==> src/hdl/ggcg_pkg.sv <==
package ggcg_pkg;

	// Number format: signed fixed point, FRAC_BITS fractional bits
	localparam int VALUE_WIDTH = 32;
	localparam int FRAC_BITS   = 16;
	localparam int ACC_W       = 64;

	// Face product and its shifted magnitude
	localparam int PROD_W = 2 * VALUE_WIDTH;
	localparam int SHP_W  = PROD_W - FRAC_BITS;
	localparam int EXT_W  = ((SHP_W > ACC_W) ? SHP_W : ACC_W) + 1;

	// Divider: numerator is |sum| shifted up by FRAC_BITS, one bit per cycle
	localparam int NUM_W = ACC_W + FRAC_BITS;
	localparam int CNT_W = $clog2(NUM_W);

	// Cell queue between accumulator and divider
	localparam int QUEUE_DEPTH = 2;
	localparam int QPTR_W      = $clog2(QUEUE_DEPTH);
	localparam int QCNT_W      = $clog2(QUEUE_DEPTH + 1);

	// Result status codes
	localparam int STATUS_W = 2;
	localparam logic [STATUS_W-1:0] ST_OK        = 2'd0;
	localparam logic [STATUS_W-1:0] ST_ZERO_MEAS = 2'd1;
	localparam logic [STATUS_W-1:0] ST_SAT       = 2'd2;

	// One finished cell handed from the front to the divider
	typedef struct packed {
		logic signed [ACC_W-1:0]    sum_x;
		logic signed [ACC_W-1:0]    sum_y;
		logic                       acc_sat;
		logic [VALUE_WIDTH-1:0]     meas;
	} cell_acc_t;

endpackage

==> src/hdl/ggcg_queue.sv <==
module ggcg_queue (
	input  logic                clk,
	input  logic                arst_n,
	input  logic                push,
	input  ggcg_pkg::cell_acc_t push_data,
	output logic                full,
	input  logic                pop,
	output ggcg_pkg::cell_acc_t head,
	output logic                empty
);
	import ggcg_pkg::*;

	cell_acc_t         mem_q [QUEUE_DEPTH];
	logic [QPTR_W-1:0] wr_ptr_q, rd_ptr_q;
	logic [QCNT_W-1:0] count_q;

	assign full  = count_q == QCNT_W'(QUEUE_DEPTH);
	assign empty = count_q == '0;
	assign head  = mem_q[rd_ptr_q];

	always_ff @(posedge clk) begin
		if (push) begin
			mem_q[wr_ptr_q] <= push_data;
		end
	end

	// Pointers wrap naturally at a power-of-two depth
	always_ff @(posedge clk or negedge arst_n) begin
		if (!arst_n) begin
			wr_ptr_q <= '0;
			rd_ptr_q <= '0;
			count_q  <= '0;
		end else begin
			if (push) begin
				wr_ptr_q <= wr_ptr_q + 1'b1;
			end
			if (pop) begin
				rd_ptr_q <= rd_ptr_q + 1'b1;
			end
			count_q <= count_q + QCNT_W'(push) - QCNT_W'(pop);
		end
	end

	a_no_overflow: assert property (@(posedge clk) disable iff (!arst_n)
		push |-> !full) else $error("queue written while full");
	a_no_underflow: assert property (@(posedge clk) disable iff (!arst_n)
		pop |-> !empty) else $error("queue read while empty");
	a_count_bound: assert property (@(posedge clk) disable iff (!arst_n)
		count_q <= QCNT_W'(QUEUE_DEPTH)) else $error("queue count out of range");

endmodule

==> config.mk <==
export PLATFORM = sky130hd
export DESIGN_NAME = ggcg_queue
export DESIGN_NICKNAME = d
export VERILOG_FILES = /design/src/hdl/ggcg_pkg.sv /design/src/hdl/ggcg_queue.sv
export SDC_FILE = /design/constraint.sdc
export NUM_CORES = 1
export LEC_CHECK = 0
export ABC_AREA = 1
export BUFFER_PORTS_ARGS = -buffer_cell sky130_fd_sc_hd__buf_4
export CORE_ASPECT_RATIO = 0.75
export CORE_MARGIN = 2
export CORE_UTILIZATION = 25
export DETAILED_ROUTE_END_ITERATION = 7
export GPL_ROUTABILITY_DRIVEN = 0
export PLACE_DENSITY = 0.47
export SKIP_LAST_GASP = 1
export SYNTH_ARGS = -nofsm -noshare
export SYNTH_HDL_FRONTEND = slang
export SYNTH_SLANG_ARGS = --single-unit
==> constraint.sdc <==
create_clock -name clk -period 7.7 [get_ports clk]
set_input_delay 0.77 -clock clk [delete_from_list [all_inputs] [get_ports clk]]
set_output_delay 0.77 -clock clk [all_outputs]
set_load 0.02 [all_outputs]
==> flow_metrics.tcl <==
set metrics [dict create \
    n_antenna_cell 0 \
    cts_root_buf "clkbuf_16" \
    cp.required_ns 6.93 \
    power.density_mw_per_mm2 388.8 \
    ioPinCount 328 \
    drive_gt1_share_pct 40.11 \
    ir_drop_mv 0.2366 \
    final_nets 1370 \
    start_kind "register" \
    finalWirelength_um 27730 \
    ys_seq_area_share_pct 77.15 \
    yosysUniqueCellTypes 16 \
    drc 0 \
    fmax_ghz 0.2662 \
    min_period_ns 3.756 \
    h-tree-depth 2 \
    synth_warnings 0 \
    reg2reg_depth 3 \
    drt_pass1_iterations 6 \
    finClkSkew_ns 0.01171 \
    vias 7264 \
    avgViaCountPerCell 3.852 \
    core_area_mm2 0.05010 \
    drv_slew 0 \
    crit_end "head[115]" \
    grt.overflow.total 0 \
    syn-num-nets 1033 \
    layout_commonest_cell "buf_4" \
    cp-end-kind "primary output" \
    relSlewSlack_pct 32.37 \
    syn_to_final_growth_pct 32.69 \
    n_fill_cell 5053 \
    hold_class "input pin to register" \
    wire_per_inst_um 14.70 \
    cp.arrival_ns 2.99 \
    crit_type "register to primary output" \
    outcome "completed" \
    avgSynthCellArea_um2 14.62 \
    rows 71 \
    most-common-layout-cells "buf_4, edfxtp_1, inv_1, nand2_1, o21ai_2" \
    cts_buffers 36 \
    power_mw 6.532 \
    critPathLaunch "rd_ptr_q" \
    grt_max_degree 182 \
    worst-path-stages 4 \
    rsz0062_at_grt "no" \
    post-route-period-util_pct 48.78 \
    clock_sinks 326 \
    port_buffers 327 \
    tritoncts "yes" \
    cts_buffer_depth 3 \
    path_common_cell "buf_4" \
    timing.reg2reg.setup_slack_ns 5.37 \
    slowest_delay_ns 1.01 \
    grt_usage_pct 10.38 \
    worst_pin_slew_ns 1.014 \
    synth_cells 866 \
    critPathTopFamily "flip-flops" \
    grt_pass1_wl_um 41730 \
    die_h_um 198.9 \
    ant_nets 0 \
    die-area_mm2 0.05248 \
    setup_viol 0 \
    clock_latency_ns 0.52 \
    antenna_found_initial 2 \
    dp_hpwl_um 18420 \
    drtIter0Drc 359 \
    ys_seq_elements 326 \
    cp_num_buf_inv 2 \
    power.leakage_nw 6.893 \
    grt_pass1_vias 7283 \
    die_w_um 263.9 \
    r2r-end "mem_q[0][53]" \
    initial_core_util_pct 25.27 \
    path_clk_slew_ns 0.06 \
    hold_viol_final 0 \
    synth_area_mm2 0.01266 \
    setup_tns_ns 0 \
    crit_slowest_cell "dfrtp_4" \
    crit_fanout 81 \
    r2r-start "wr_ptr_q" \
    crit_chain "buf_4, nand2_1, o21ai_2, buf_4" \
    maxCapViolCount 0 \
]
cell type report:
| cell class | count | area [um2] | area share [%] |
|---|---|---|---|
| Sequential cell | 326 | 9773 | 58.17 |
| Inverter | 168 | 635.6 | 3.783 |
| Clock inverter | 18 | 168.9 | 1.005 |
| Tap cell | 657 | 822.0 | 4.893 |
| Clock buffer | 46 | 959.7 | 5.712 |
| Multi-Input combinational cell | 336 | 1912 | 11.38 |
| Timing Repair Buffer | 335 | 2530 | 15.06 |
layer usage:
| layer | part of all wire, % | wire [um] | GRT usage, % | vias to the layer above |
|---|---|---|---|---|
| li1 | - | - | - | 3632 |
| met1 | 43 | 11850 | 12.99 | 3362 |
| met2 | 45 | 12460 | 15.92 | 212 |
| met3 | 10 | 2785 | 4.642 | 54 |
| met4 | 2.2 | 609 | 3.620 | 4 |
| met5 | 0.083 | 23 | 0 | - |
timing repair:
item	in CTS	in global routing
resized for setup	0	0
hold buffers	1	0
hold endpoints to repair	4	0
setup buffers	0	0
worst min path at each step:
stage | startpoint | end | slack (ns) | depth (start not counted)
after floorplan | arst_n | count_q[0] | 0.47 | 0
after global placement | wr_ptr_q | wr_ptr_q | 0.53 | 1
after detailed placement | wr_ptr_q | wr_ptr_q | 0.54 | 1
after CTS | push_data[147] | mem_q[0][147] | 0.38 | 1
after global routing | push_data[157] | mem_q[0][157] | 0.39 | 1
final | push_data[148] | mem_q[1][148] | 0.43 | 1
synth_stat cells:
cell type  number  area [um2]
buf_4           4       30.03
clkbuf_2        1       5.000
ha_1            2       25.02
inv_1         168       630.6
xor2_1          2       17.52
buf_8           1       15.01
buf_6          26       292.8
dfrtp_1         4       100.1
edfxtp_1      322        9669
o21ai_1         8       40.04
clkbuf_1        4       15.01
nand3_1         1       5.000
nand2_1       167       626.9
nor2_1          3       11.26
o21ai_0        43       215.2
o21ai_2       110       963.4
state kept, by name (all words and copies together) (netlist names):
signal,cells
mem_q,322
wr_ptr_q,1
rd_ptr_q,1
count_q,2
power by group:
group | switching, mW | internal (mW)
clock network | 0.670 | 0.982
registers | 0.143 | 2.36
logic | 1.51 | 0.869
total | 2.32 | 4.21
through the flow:
step	instances	instance area [um2]	setup slack, ns	hold slack (ns)	utilization [%]
CTS	1886	16800	3.878	0.3779	33.53
global route	1886	16800	3.649	0.3852	33.53
global placement	1821	15660	4.541	0.5308	31.26
finish	1886	16800	3.944	0.4290	33.53
floorplan	866	12660	2.281	0.4744	-
detailed placement	1821	15660	4.479	0.5378	31.26
kinds of logic (layout without fill, tap and decap cells):
family	Yosys count	in the layout	synth area share (%)
AND/OR/NAND/NOR	171	171	5.079
buffers and inverters	204	567	7.806
AO/OA/AOI/OAI	161	161	9.625
XOR/XNOR	2	2	0.1384
flip-flops	326	326	77.15
adder cells (fa/ha/maj)	2	2	0.1976
Note: power is estimated with default switching activity, not from simulation.
