==> config.mk <==
export PLATFORM = sky130hd
export DESIGN_NAME = ggcg_back
export DESIGN_NICKNAME = d
export VERILOG_FILES = /design/src/hdl/ggcg_pkg.sv /design/src/hdl/ggcg_back.sv
export SDC_FILE = /design/constraint.sdc
export NUM_CORES = 1
export LEC_CHECK = 0
export ABC_CLOCK_PERIOD_IN_PS = 10600
export BUFFER_PORTS_ARGS = -buffer_cell sky130_fd_sc_hd__buf_4
export CAP_MARGIN = 10
export CELL_PAD_IN_SITES_DETAIL_PLACEMENT = 1
export CELL_PAD_IN_SITES_GLOBAL_PLACEMENT = 2
export CORE_UTILIZATION = 40
export CTS_CLUSTER_SIZE = 20
export DETAILED_ROUTE_END_ITERATION = 10
export GPL_TIMING_DRIVEN = 0
export PLACE_DENSITY = 0.92
export SYNTH_ARGS = -nofsm -noshare
export SYNTH_HDL_FRONTEND = slang
export SYNTH_SLANG_ARGS = --single-unit
==> constraint.sdc <==
create_clock -name clk -period 10.6 [get_ports clk]
set_clock_uncertainty 0.2 [all_clocks]
set_input_delay 0.53 -clock clk [delete_from_list [all_inputs] [get_ports clk]]
set_output_delay 0.53 -clock clk [all_outputs]
set_load 0.005 [all_outputs]
==> src/hdl/ggcg_pkg.sv <==
package ggcg_pkg;

	// Number format: signed fixed point, FRAC_BITS fractional bits
	localparam int VALUE_WIDTH = 32;
	localparam int FRAC_BITS   = 16;
	localparam int ACC_W       = 64;

	// Face product and its shifted magnitude
	localparam int PROD_W = 2 * VALUE_WIDTH;
	localparam int SHP_W  = PROD_W - FRAC_BITS;
	localparam int EXT_W  = ((SHP_W > ACC_W) ? SHP_W : ACC_W) + 1;

	// Divider: numerator is |sum| shifted up by FRAC_BITS, one bit per cycle
	localparam int NUM_W = ACC_W + FRAC_BITS;
	localparam int CNT_W = $clog2(NUM_W);

	// Cell queue between accumulator and divider
	localparam int QUEUE_DEPTH = 2;
	localparam int QPTR_W      = $clog2(QUEUE_DEPTH);
	localparam int QCNT_W      = $clog2(QUEUE_DEPTH + 1);

	// Result status codes
	localparam int STATUS_W = 2;
	localparam logic [STATUS_W-1:0] ST_OK        = 2'd0;
	localparam logic [STATUS_W-1:0] ST_ZERO_MEAS = 2'd1;
	localparam logic [STATUS_W-1:0] ST_SAT       = 2'd2;

	// One finished cell handed from the front to the divider
	typedef struct packed {
		logic signed [ACC_W-1:0]    sum_x;
		logic signed [ACC_W-1:0]    sum_y;
		logic                       acc_sat;
		logic [VALUE_WIDTH-1:0]     meas;
	} cell_acc_t;

endpackage

==> src/hdl/ggcg_back.sv <==
module ggcg_back (
	input  logic                                  clk,
	input  logic                                  arst_n,
	input  logic                                  q_empty,
	output logic                                  pop,
	input  ggcg_pkg::cell_acc_t                   head,
	output logic                                  out_valid,
	input  logic                                  out_stall,
	output logic signed [ggcg_pkg::VALUE_WIDTH-1:0] grad_x,
	output logic signed [ggcg_pkg::VALUE_WIDTH-1:0] grad_y,
	output logic [ggcg_pkg::STATUS_W-1:0]         status
);
	import ggcg_pkg::*;

	localparam logic [1:0] S_IDLE = 2'd0;
	localparam logic [1:0] S_DIV  = 2'd1;
	localparam logic [1:0] S_DONE = 2'd2;

	function automatic logic [ACC_W-1:0] mag_acc(input logic [ACC_W-1:0] v);
		return v[ACC_W-1] ? (~v + 1'b1) : v;
	endfunction

	logic [1:0]             state_q;
	logic                   axis_q;
	logic [CNT_W-1:0]       cnt_q;
	logic [NUM_W-1:0]       num_q;
	logic [VALUE_WIDTH-1:0] rem_q;
	logic [VALUE_WIDTH:0]   quo_q;
	logic                   ovf_q, neg_q;
	logic [ACC_W-1:0]       sum_y_q;
	logic [VALUE_WIDTH-1:0] meas_q;
	logic                   acc_sat_q, sat_x_q;
	logic [VALUE_WIDTH-1:0] gx_q, gy_q, res_x_q, res_y_q;
	logic [STATUS_W-1:0]    st_q, res_st_q;
	logic                   out_valid_q;

	logic [VALUE_WIDTH:0]   rem_sh, rem_n, quo_n, lim;
	logic                   ge, ovf_n, ax_sat;
	logic [VALUE_WIDTH:0]   qsel;
	logic [VALUE_WIDTH-1:0] qres;

	// One restoring-division step, plus the saturated signed quotient
	always_comb begin
		rem_sh = {rem_q, num_q[NUM_W-1]};
		ge     = rem_sh >= {1'b0, meas_q};
		rem_n  = ge ? (rem_sh - {1'b0, meas_q}) : rem_sh;
		quo_n  = {quo_q[VALUE_WIDTH-1:0], ge};
		ovf_n  = ovf_q | quo_q[VALUE_WIDTH];
		lim    = ((VALUE_WIDTH+1)'(1) << (VALUE_WIDTH-1)) - (VALUE_WIDTH+1)'(!neg_q);
		ax_sat = ovf_n || (quo_n > lim);
		qsel   = ax_sat ? lim : quo_n;
		qres   = neg_q ? (~qsel[VALUE_WIDTH-1:0] + 1'b1) : qsel[VALUE_WIDTH-1:0];
	end

	assign pop = (state_q == S_IDLE) && !q_empty;

	always_ff @(posedge clk or negedge arst_n) begin
		if (!arst_n) begin
			state_q     <= S_IDLE;
			axis_q      <= 1'b0;
			cnt_q       <= '0;
			num_q       <= '0;
			rem_q       <= '0;
			quo_q       <= '0;
			ovf_q       <= 1'b0;
			neg_q       <= 1'b0;
			sum_y_q     <= '0;
			meas_q      <= '0;
			acc_sat_q   <= 1'b0;
			sat_x_q     <= 1'b0;
			gx_q        <= '0;
			gy_q        <= '0;
			st_q        <= ST_OK;
			res_x_q     <= '0;
			res_y_q     <= '0;
			res_st_q    <= ST_OK;
			out_valid_q <= 1'b0;
		end else begin
			// Result register: load from the done state, else drop valid once taken
			if ((state_q == S_DONE) && (!out_valid_q || !out_stall)) begin
				res_x_q     <= gx_q;
				res_y_q     <= gy_q;
				res_st_q    <= st_q;
				out_valid_q <= 1'b1;
			end else if (out_valid_q && !out_stall) begin
				out_valid_q <= 1'b0;
			end
			unique case (state_q)
				S_IDLE: begin
					if (!q_empty) begin
						sum_y_q   <= head.sum_y;
						meas_q    <= head.meas;
						acc_sat_q <= head.acc_sat;
						num_q     <= {mag_acc(head.sum_x), {FRAC_BITS{1'b0}}};
						neg_q     <= head.sum_x[ACC_W-1];
						rem_q     <= '0;
						quo_q     <= '0;
						ovf_q     <= 1'b0;
						cnt_q     <= '0;
						axis_q    <= 1'b0;
						if (head.meas == '0) begin
							gx_q    <= '0;
							gy_q    <= '0;
							st_q    <= ST_ZERO_MEAS;
							state_q <= S_DONE;
						end else begin
							state_q <= S_DIV;
						end
					end
				end
				S_DIV: begin
					if (cnt_q == CNT_W'(NUM_W-1)) begin
						if (!axis_q) begin
							// x done, start y on the same divider
							gx_q    <= qres;
							sat_x_q <= ax_sat;
							axis_q  <= 1'b1;
							num_q   <= {mag_acc(sum_y_q), {FRAC_BITS{1'b0}}};
							neg_q   <= sum_y_q[ACC_W-1];
							rem_q   <= '0;
							quo_q   <= '0;
							ovf_q   <= 1'b0;
							cnt_q   <= '0;
						end else begin
							gy_q    <= qres;
							st_q    <= (sat_x_q || ax_sat || acc_sat_q) ? ST_SAT : ST_OK;
							state_q <= S_DONE;
						end
					end else begin
						num_q <= {num_q[NUM_W-2:0], 1'b0};
						rem_q <= rem_n[VALUE_WIDTH-1:0];
						quo_q <= quo_n;
						ovf_q <= ovf_n;
						cnt_q <= cnt_q + 1'b1;
					end
				end
				S_DONE: begin
					if (!out_valid_q || !out_stall) begin
						state_q <= S_IDLE;
					end
				end
				default: begin
					state_q <= S_IDLE;
				end
			endcase
		end
	end

	assign out_valid = out_valid_q;
	assign grad_x    = res_x_q;
	assign grad_y    = res_y_q;
	assign status    = res_st_q;

	a_zero_meas_grad: assert property (@(posedge clk) disable iff (!arst_n)
		out_valid && (status == ST_ZERO_MEAS) |-> (grad_x == '0) && (grad_y == '0))
		else $error("zero-measure result carries a nonzero gradient");
	a_cnt_bound: assert property (@(posedge clk) disable iff (!arst_n)
		(state_q == S_DIV) |-> (cnt_q <= CNT_W'(NUM_W-1)))
		else $error("divider step count out of range");
	a_result_from_done: assert property (@(posedge clk) disable iff (!arst_n)
		$rose(out_valid) |-> ($past(state_q) == S_DONE))
		else $error("result raised outside the done state");

endmodule

==> results of run 1 <==
worst max-delay path, cell delays in order (launching register included):
cell	delay, ps
dfrtp_1	410
ha_1	420
a2111oi_0	620
o221ai_1	260
o211ai_1	310
nand2_1	130
o21ai_0	520
nand2b_1	440
inv_2	350
clkbuf_1	580
ha_1	260
o21ai_0	80
a2111oi_0	510
o2bb2ai_1	140
o21a_1	250
clkbuf_1	240
clkbuf_1	320
o21ai_0	490
ha_1	240
clkbuf_1	400
inv_1	230
or4_1	530
and3_1	190
o21ai_0	350
a32o_1	230
registers in the layout, indices dropped and copies added (netlist names), 32 cells and up:
register / flops
grad_x: 32
grad_y: 32
gx_q: 32
gy_q: 32
meas_q: 32
num_q: 64
quo_q: 33
rem_q: 32
sum_y_q: 64
through the flow:
stage / setup WS, ps / power, mW / util (%) / cell area, um2
floorplan: 4770 / 5.28 / - / 21400
global placement: 2400 / 6.82 / 45.5 / 24000
detailed placement: 2180 / 7.04 / 45.7 / 24100
CTS: 2040 / 8.68 / 50.2 / 26500
global route: 1650 / 9.31 / 50.2 / 26500
finish: 1790 / 8.76 / 50.2 / 26500
routing by layer:
layer | share of wire (%) | global-route usage, %
met2 | 48 | 52.6
met3 | 4.8 | 3.92
met1 | 43 | 41.1
met5 | 0 | 0
met4 | 4.0 | 12.5
layout by cell type (no fill, tap or decap), types with 18 or more instances in the layout:
cell	netlist	final
a211oi_1	18	18
a21o_1	22	22
a21oi_1	110	110
a22o_1	44	44
a22oi_1	20	20
a32o_1	18	18
buf_4	0	230
clkbuf_1	135	142
clkbuf_16	0	44
dfrtp_1	372	371
dlygate4sd3_1	0	93
ha_1	68	68
inv_1	55	55
mux2_2	71	71
nand2_1	431	431
nand2b_1	18	18
nand3_1	26	26
nand4_1	25	25
nor2_1	119	119
nor3_1	28	28
nor4_1	27	27
o21ai_0	256	256
o31ai_1	48	48
o41ai_1	23	23
or3_1	38	38
or4_1	23	23
xnor2_1	56	56
xor2_1	86	86
worst paths after layout:
kind | from | end
max | rem_q[21] | gy_q[30]
min | head[31] | meas_q[31]
max reg2reg | rem_q[21] | gy_q[30]
min reg2reg | gy_q[19] | gy_q[19]
max in group asynchronous | arst_n | sum_y_q[17]
min in group asynchronous | arst_n | meas_q[10]
area by class of cell:
| class | instances | area (um2) | area share, % |
|---|---|---|---|
| Buffer | 153 | 583 | 2.20 |
| Clock buffer | 59 | 1240 | 4.68 |
| Clock inverter | 19 | 229 | 0.866 |
| Inverter | 56 | 210 | 0.795 |
| Multi-Input combinational cell | 1784 | 11300 | 42.6 |
| Sequential cell | 372 | 9310 | 35.2 |
| Tap cell | 688 | 861 | 3.25 |
| Timing Repair Buffer | 327 | 2760 | 10.4 |
cells by family (layout without fill, tap and decap cells):
group / Yosys count / after routing / synth area share (%)
fa+ha+maj: 69 / 69 / 4.08
compound gates: 686 / 686 / 20.8
xor+xnor: 142 / 142 / 5.82
flops: 372 / 372 / 43.6
buf+inv: 209 / 614 / 3.71
simple gates: 800 / 800 / 17.5
mux: 87 / 87 / 4.49
where the power goes:
part / switching (mW) / internal, mW / leakage, nW / total [mW]
clock network: 0.646 / 0.920 / 0.733 / 1.57
registers: 0.495 / 1.96 / 4.81 / 2.45
logic: 3.12 / 1.62 / 6.40 / 4.74
total: 4.26 / 4.49 / 11.9 / 8.76
==> summary.txt, run 1 <==
Synth Instances -> 2365
Post-synthesis sequential area ratio -> 43.6%
Initial antenna violation count -> 0
Fraction of layout cells with a size suffix above 1 -> 14.9%
Synth-to-Final Area Change -> 23.8%
Non-Filler Instances -> 3458
Final period util -> 83.1%
Power per Cell Area -> 331 nW/um2
# fillers -> 6087
Hold_buf cts -> 93
Worst slew pin tran -> 1150 ps
Max clock buf depth -> 3
Syn nets -> 2599
Worst reg-to-reg setup slack -> 1790 ps
Std cell rows -> 84
Die height -> 233 um
Synth top area cells -> dfrtp_1 (44%), nand2_1 (7.6%), o21ai_0 (6.0%)
Slew Limit Fails -> 0
Post_cts resized -> 0
Cell area after synthesis -> 21400 um2
Startpoint types -> flop
Synth cell types -> 87
Clock Latency Late Sink -> 590 ps
Clk sinks -> 372
Worst path required time -> 10920 ps
P_leak -> 11.9 nW
Final Hold Fails -> 0
Max-cap violations -> 0
Core Box Area -> 52700 um2
Endpoints failing setup -> 0
Post-DP HPWL -> 61800 um
Post-synth EDFFs -> 0
Aggregate global routing overflow -> 0
Initial DRC count -> 1556
Synth warnings -> 0
FMAX -> 114 MHz
Synth top cells by count -> nand2_1 (431), dfrtp_1 (372), o21ai_0 (256)
Post-route ant nets -> 0
Initial DRT Pass Iterations -> 5
Worst EP arrival -> 9130 ps
H-tree lvl count -> 2
Min-delay worst type -> in2reg
Status -> finished clean
Clk slew on worst S/H paths -> 60 ps
RSZ-0062 raised after global routing -> false
Wire per inst -> 24.5 um
Type of the worst setup path -> reg2reg
DIE AREA -> 54300 um2
Largest net degree at the start of global routing -> 118
Yosys top cell area share -> 43.6%
Inserted Diodes -> 0
WL final -> 84800 um
Inst Count DP -> 3287
DIE WIDTH -> 233 um
Share of flip-flops with an asynchronous set or reset -> 100%
Total Neg Setup Slack -> 0 ps
All-Layer GR Usage -> 31.4%
CTS tree -> yes
Final Wtd Congestion -> 0.898
Setup Buffers After CTS -> 0
DR vias -> 20633
DRC Markers -> 0
First-pass GRT wire length -> 131000 um
Initial core utilization -> 40.6%
Final hold slack -> 16.7 ps
Yosys top cell by area -> dfrtp_1
Final worst path period need -> 8810 ps
Layout Nets -> 2972
Synth Register Bits -> 372
IO buf count -> 231
Ports -> 233
FF-to-FF path depth -> 24
Vias in the first global route -> 21822
Syn avg cell area -> 9.04 um2
Cts bufs inserted -> 44
Vias/cell -> 5.97
CP max FO -> 10
Most numerous cell in the Yosys netlist -> nand2_1
Max-slew headroom -> 23.1%
Root buffer cell -> clkbuf_16
VDD IR max -> 0.156 mV
Hold Crit Depth -> 3
Worst setup EP type -> flop
Most used DFF post-synth -> dfrtp_1
Power figures use the tool's default switching activity.
==> run 2: changes to the inputs <==
--- a/config.mk
+++ b/config.mk
@@ -5,16 +5,16 @@
 export SDC_FILE = /design/constraint.sdc
 export NUM_CORES = 1
 export LEC_CHECK = 0
-export ABC_CLOCK_PERIOD_IN_PS = 10600
+export ABC_CLOCK_PERIOD_IN_PS = 8520
 export BUFFER_PORTS_ARGS = -buffer_cell sky130_fd_sc_hd__buf_4
 export CAP_MARGIN = 10
 export CELL_PAD_IN_SITES_DETAIL_PLACEMENT = 1
 export CELL_PAD_IN_SITES_GLOBAL_PLACEMENT = 2
-export CORE_UTILIZATION = 40
+export CORE_UTILIZATION = 37
 export CTS_CLUSTER_SIZE = 20
 export DETAILED_ROUTE_END_ITERATION = 10
 export GPL_TIMING_DRIVEN = 0
-export PLACE_DENSITY = 0.92
+export PLACE_DENSITY = 0.87
 export SYNTH_ARGS = -nofsm -noshare
 export SYNTH_HDL_FRONTEND = slang
 export SYNTH_SLANG_ARGS = --single-unit
==> constraint.sdc (replaced) <==
create_clock -name clk -period 8.52 [get_ports clk]
set_clock_uncertainty 0.2 [all_clocks]
set_input_delay 0.426 -clock clk [delete_from_list [all_inputs] [get_ports clk]]
set_output_delay 0.426 -clock clk [all_outputs]
set_load 0.005 [all_outputs]
==> run 2 against run 1 <==
  * Clock power up 24%
  * Sequential power up 23%
  * Sequential share of layout area fell by 0.33 points
  * Critical path depth grew 1
  * Register-to-register slack got worse by 1300 ps
  * Fmax grew 9.9%
  * Combinational power rose by 25%
  * Wire length down 0.52%
  * Clock-buffer cell count shrank 3
==> summary.txt, run 2 (same netlist as run 1, synthesis figures left out) <==
Status -> finished clean
Clock Latency Late Sink -> 590 ps (about the same)
Post-route ant nets -> 0 (unchanged)
DIE AREA -> 58700 um2 (+8.0%)
Worst slew pin tran -> 1010 ps (-142 ps)
Initial DRC count -> 1393 (-10%)
CP max FO -> 18 (+8)
Inserted Diodes -> 0 (unchanged)
Setup Buffers After CTS -> 0 (unchanged)
Final worst path period need -> 8010 ps (-795 ps)
Placed cell areas -> 24100 um2 (+0.35%)
Max clock buf depth -> 3 (unchanged)
RSZ-0062 raised after global routing -> false
P_leak -> 12.0 nW (+0.48%)
Min-delay worst type -> in2reg
Vias/cell -> 5.82 (-2.5%)
Initial antenna violation count -> 1 (+1)
Die height -> 242 um (+3.9%)
Final core occ -> 47.1% (-3.2 points)
Synth-to-Final Area Change -> 25.0%
Cts bufs inserted -> 43 (-2.3%)
Worst setup margin -> 506 ps (-1280 ps)
Post-DP HPWL -> 61800 um (about the same)
Power, Total -> 10.9 mW (+24%)
Final Hold Fails -> 0 (unchanged)
Hold Crit Depth -> 4 (+1)
All-Layer GR Usage -> 28.5% (-2.9 points)
Largest net degree at the start of global routing -> 121 (+2.5%)
Layout Nets -> 2983 (+0.37%)
H-tree lvl count -> 2 (unchanged)
Worst setup EP type -> flop
Reg2reg start -> rem_q[24]
# fillers -> 6577 (+8.0%)
Worst path required time -> 8850 ps (-2070 ps)
DIE WIDTH -> 242 um (+3.9%)
Design area -> 26700 um2 (+0.94%)
Vias in the first global route -> 21576 (-1.1%)
Wire per inst -> 23.9 um (-2.7%)
Initial core utilization -> 37.7% (-2.9 points)
Worst EP arrival -> 8340 ps (-790 ps)
Max-slew headroom -> 32.8% (+9.7 points)
WL final -> 84400 um (-0.52%)
Fraction of layout cells with a size suffix above 1 -> 15.0% (+0.049 points)
Slew Limit Fails -> 0 (unchanged)
FMAX -> 125 MHz (+9.9%)
Total Neg Setup Slack -> 0 ps (unchanged)
Startpoint types -> flop
Ports -> 233 (unchanged)
Endpoints failing setup -> 0 (unchanged)
Root buffer cell -> clkbuf_16
Clk slew on worst S/H paths -> 60 ps (about the same)
Hold_sp -> head[132]
Worst r2r dst -> gy_q[4]
Core Box Area -> 56700 um2 (+7.7%)
FF-to-FF path depth -> 25 (+4.2%)
CTS tree -> yes
Final Wtd Congestion -> 0.910 (+1.4%)
Type of the worst setup path -> reg2reg
Initial DRT Pass Iterations -> 5 (unchanged)
Biggest regs -> num_q x64, sum_y_q x64, quo_q x33
Worst reg-to-reg setup slack -> 510 ps (-1280 ps)
DRC Markers -> 0 (unchanged)
Std cell rows -> 87 (+3.6%)
DR vias -> 20586 (-0.23%)
Setup WS pre-CTS -> -107 ps (-2290 ps)
Commonest non-fill, non-tap cell in the layout -> nand2_1
VDD IR max -> 0.165 mV (+5.5%)
First-pass GRT wire length -> 130000 um (-0.25%)
Final period util -> 94.1% (+11 points)
Max-cap violations -> 0 (unchanged)
Most frequent cells in the layout -> nand2_1 (431), dfrtp_1 (372), o21ai_0 (254)
Clk sinks -> 372 (unchanged)
Power per Cell Area -> 408 nW/um2 (+23%)
IO buf count -> 231 (unchanged)
Worst Hold End -> num_q[51]
Aggregate global routing overflow -> 0 (unchanged)
## run 2: cell count changes in the layout (fill, tap and decap cells not counted), moves of 2 or more
cell / previous run / this run
o21ai_1: 2 / 4
clkinvlp_4: 0 / 2
clkinv_2: 11 / 9
o21ai_0: 256 / 254
dlygate4sd3_1: 93 / 104
clkbuf_1: 142 / 140
## run 2: area by class of cell
type / instances / area [um2] / area share [%]
plain buffers: 152 / 579 / 2.17
well taps: 756 / 946 / 3.54
clock inverters: 21 / 280 / 1.05
repair buffers: 340 / 2900 / 10.9
flip-flops and latches: 372 / 9310 / 34.9
clock buffers: 56 / 1190 / 4.48
multi-input cells: 1784 / 11300 / 42.2
inverters: 56 / 213 / 0.797
## run 2: how the worst max path moves through the flow
stage | to | slack (ps) | depth (start not counted) | start
after floorplan | gy_q[30] | 2690 | 25 | rem_q[0]
after global placement | gx_q[8] | 230 | 26 | meas_q[1]
after detailed placement | gx_q[8] | -110 | 26 | meas_q[1]
after CTS | gy_q[16] | 170 | 24 | meas_q[1]
after global routing | gy_q[16] | 10 | 25 | rem_q[24]
final | gy_q[4] | 510 | 25 | rem_q[24]
## run 2: where the power goes
group | internal [mW] | leakage, nW | switching (mW) | total, mW
logic | 2.04 | 6.46 | 3.89 | 5.92
registers | 2.43 | 4.81 | 0.576 | 3.01
clock network | 1.15 | 0.726 | 0.803 | 1.95
total | 5.62 | 12.0 | 5.27 | 10.9
## run 2: critical path: stages, from the launching register on
cell and delay (ps):
dfrtp_1 410, ha_1 280, clkbuf_1 280, nand4_1 270
nor4_1 320, nand4_1 130, o211ai_1 330, clkbuf_1 470
nand2b_2 410, inv_4 190, ha_1 220, o21ai_0 250
a2111oi_1 160, o2bb2ai_1 190, o21a_1 220, clkbuf_1 340
clkbuf_1 470, nand2_1 270, o21ai_1 280, ha_1 210
clkbuf_1 410, inv_1 230, o41ai_1 410, o21ai_0 170
a311oi_1 550, mux2_2 250
## run 2: stage by stage
step	cells	hold WS, ps
global placement	3352	259
detailed placement	3355	113
CTS	3535	9.03
global route	3537	34.4
floorplan	2365	-69.6
finish	3537	28.1
## run 2: timing repair
action | 4_1_cts | 5_1_grt
resized for setup | 0 | 7
endpoints found under the hold margin | 475 | 0
hold buffers | 104 | 0
endpoints found under the setup margin | 24 | 30
## run 2: routing by layer
| metal | track usage [%] | part of all wire (%) | routed length (um) | up-vias |
|---|---|---|---|---|
| li1 | - | - | - | 9295 |
| met1 | 37.5 | 44 | 36900 | 10527 |
| met2 | 47.6 | 48 | 40700 | 619 |
| met3 | 3.58 | 4.6 | 3910 | 145 |
| met4 | 10.6 | 3.5 | 2940 | 0 |
| met5 | 0 | 0 | 0 | - |
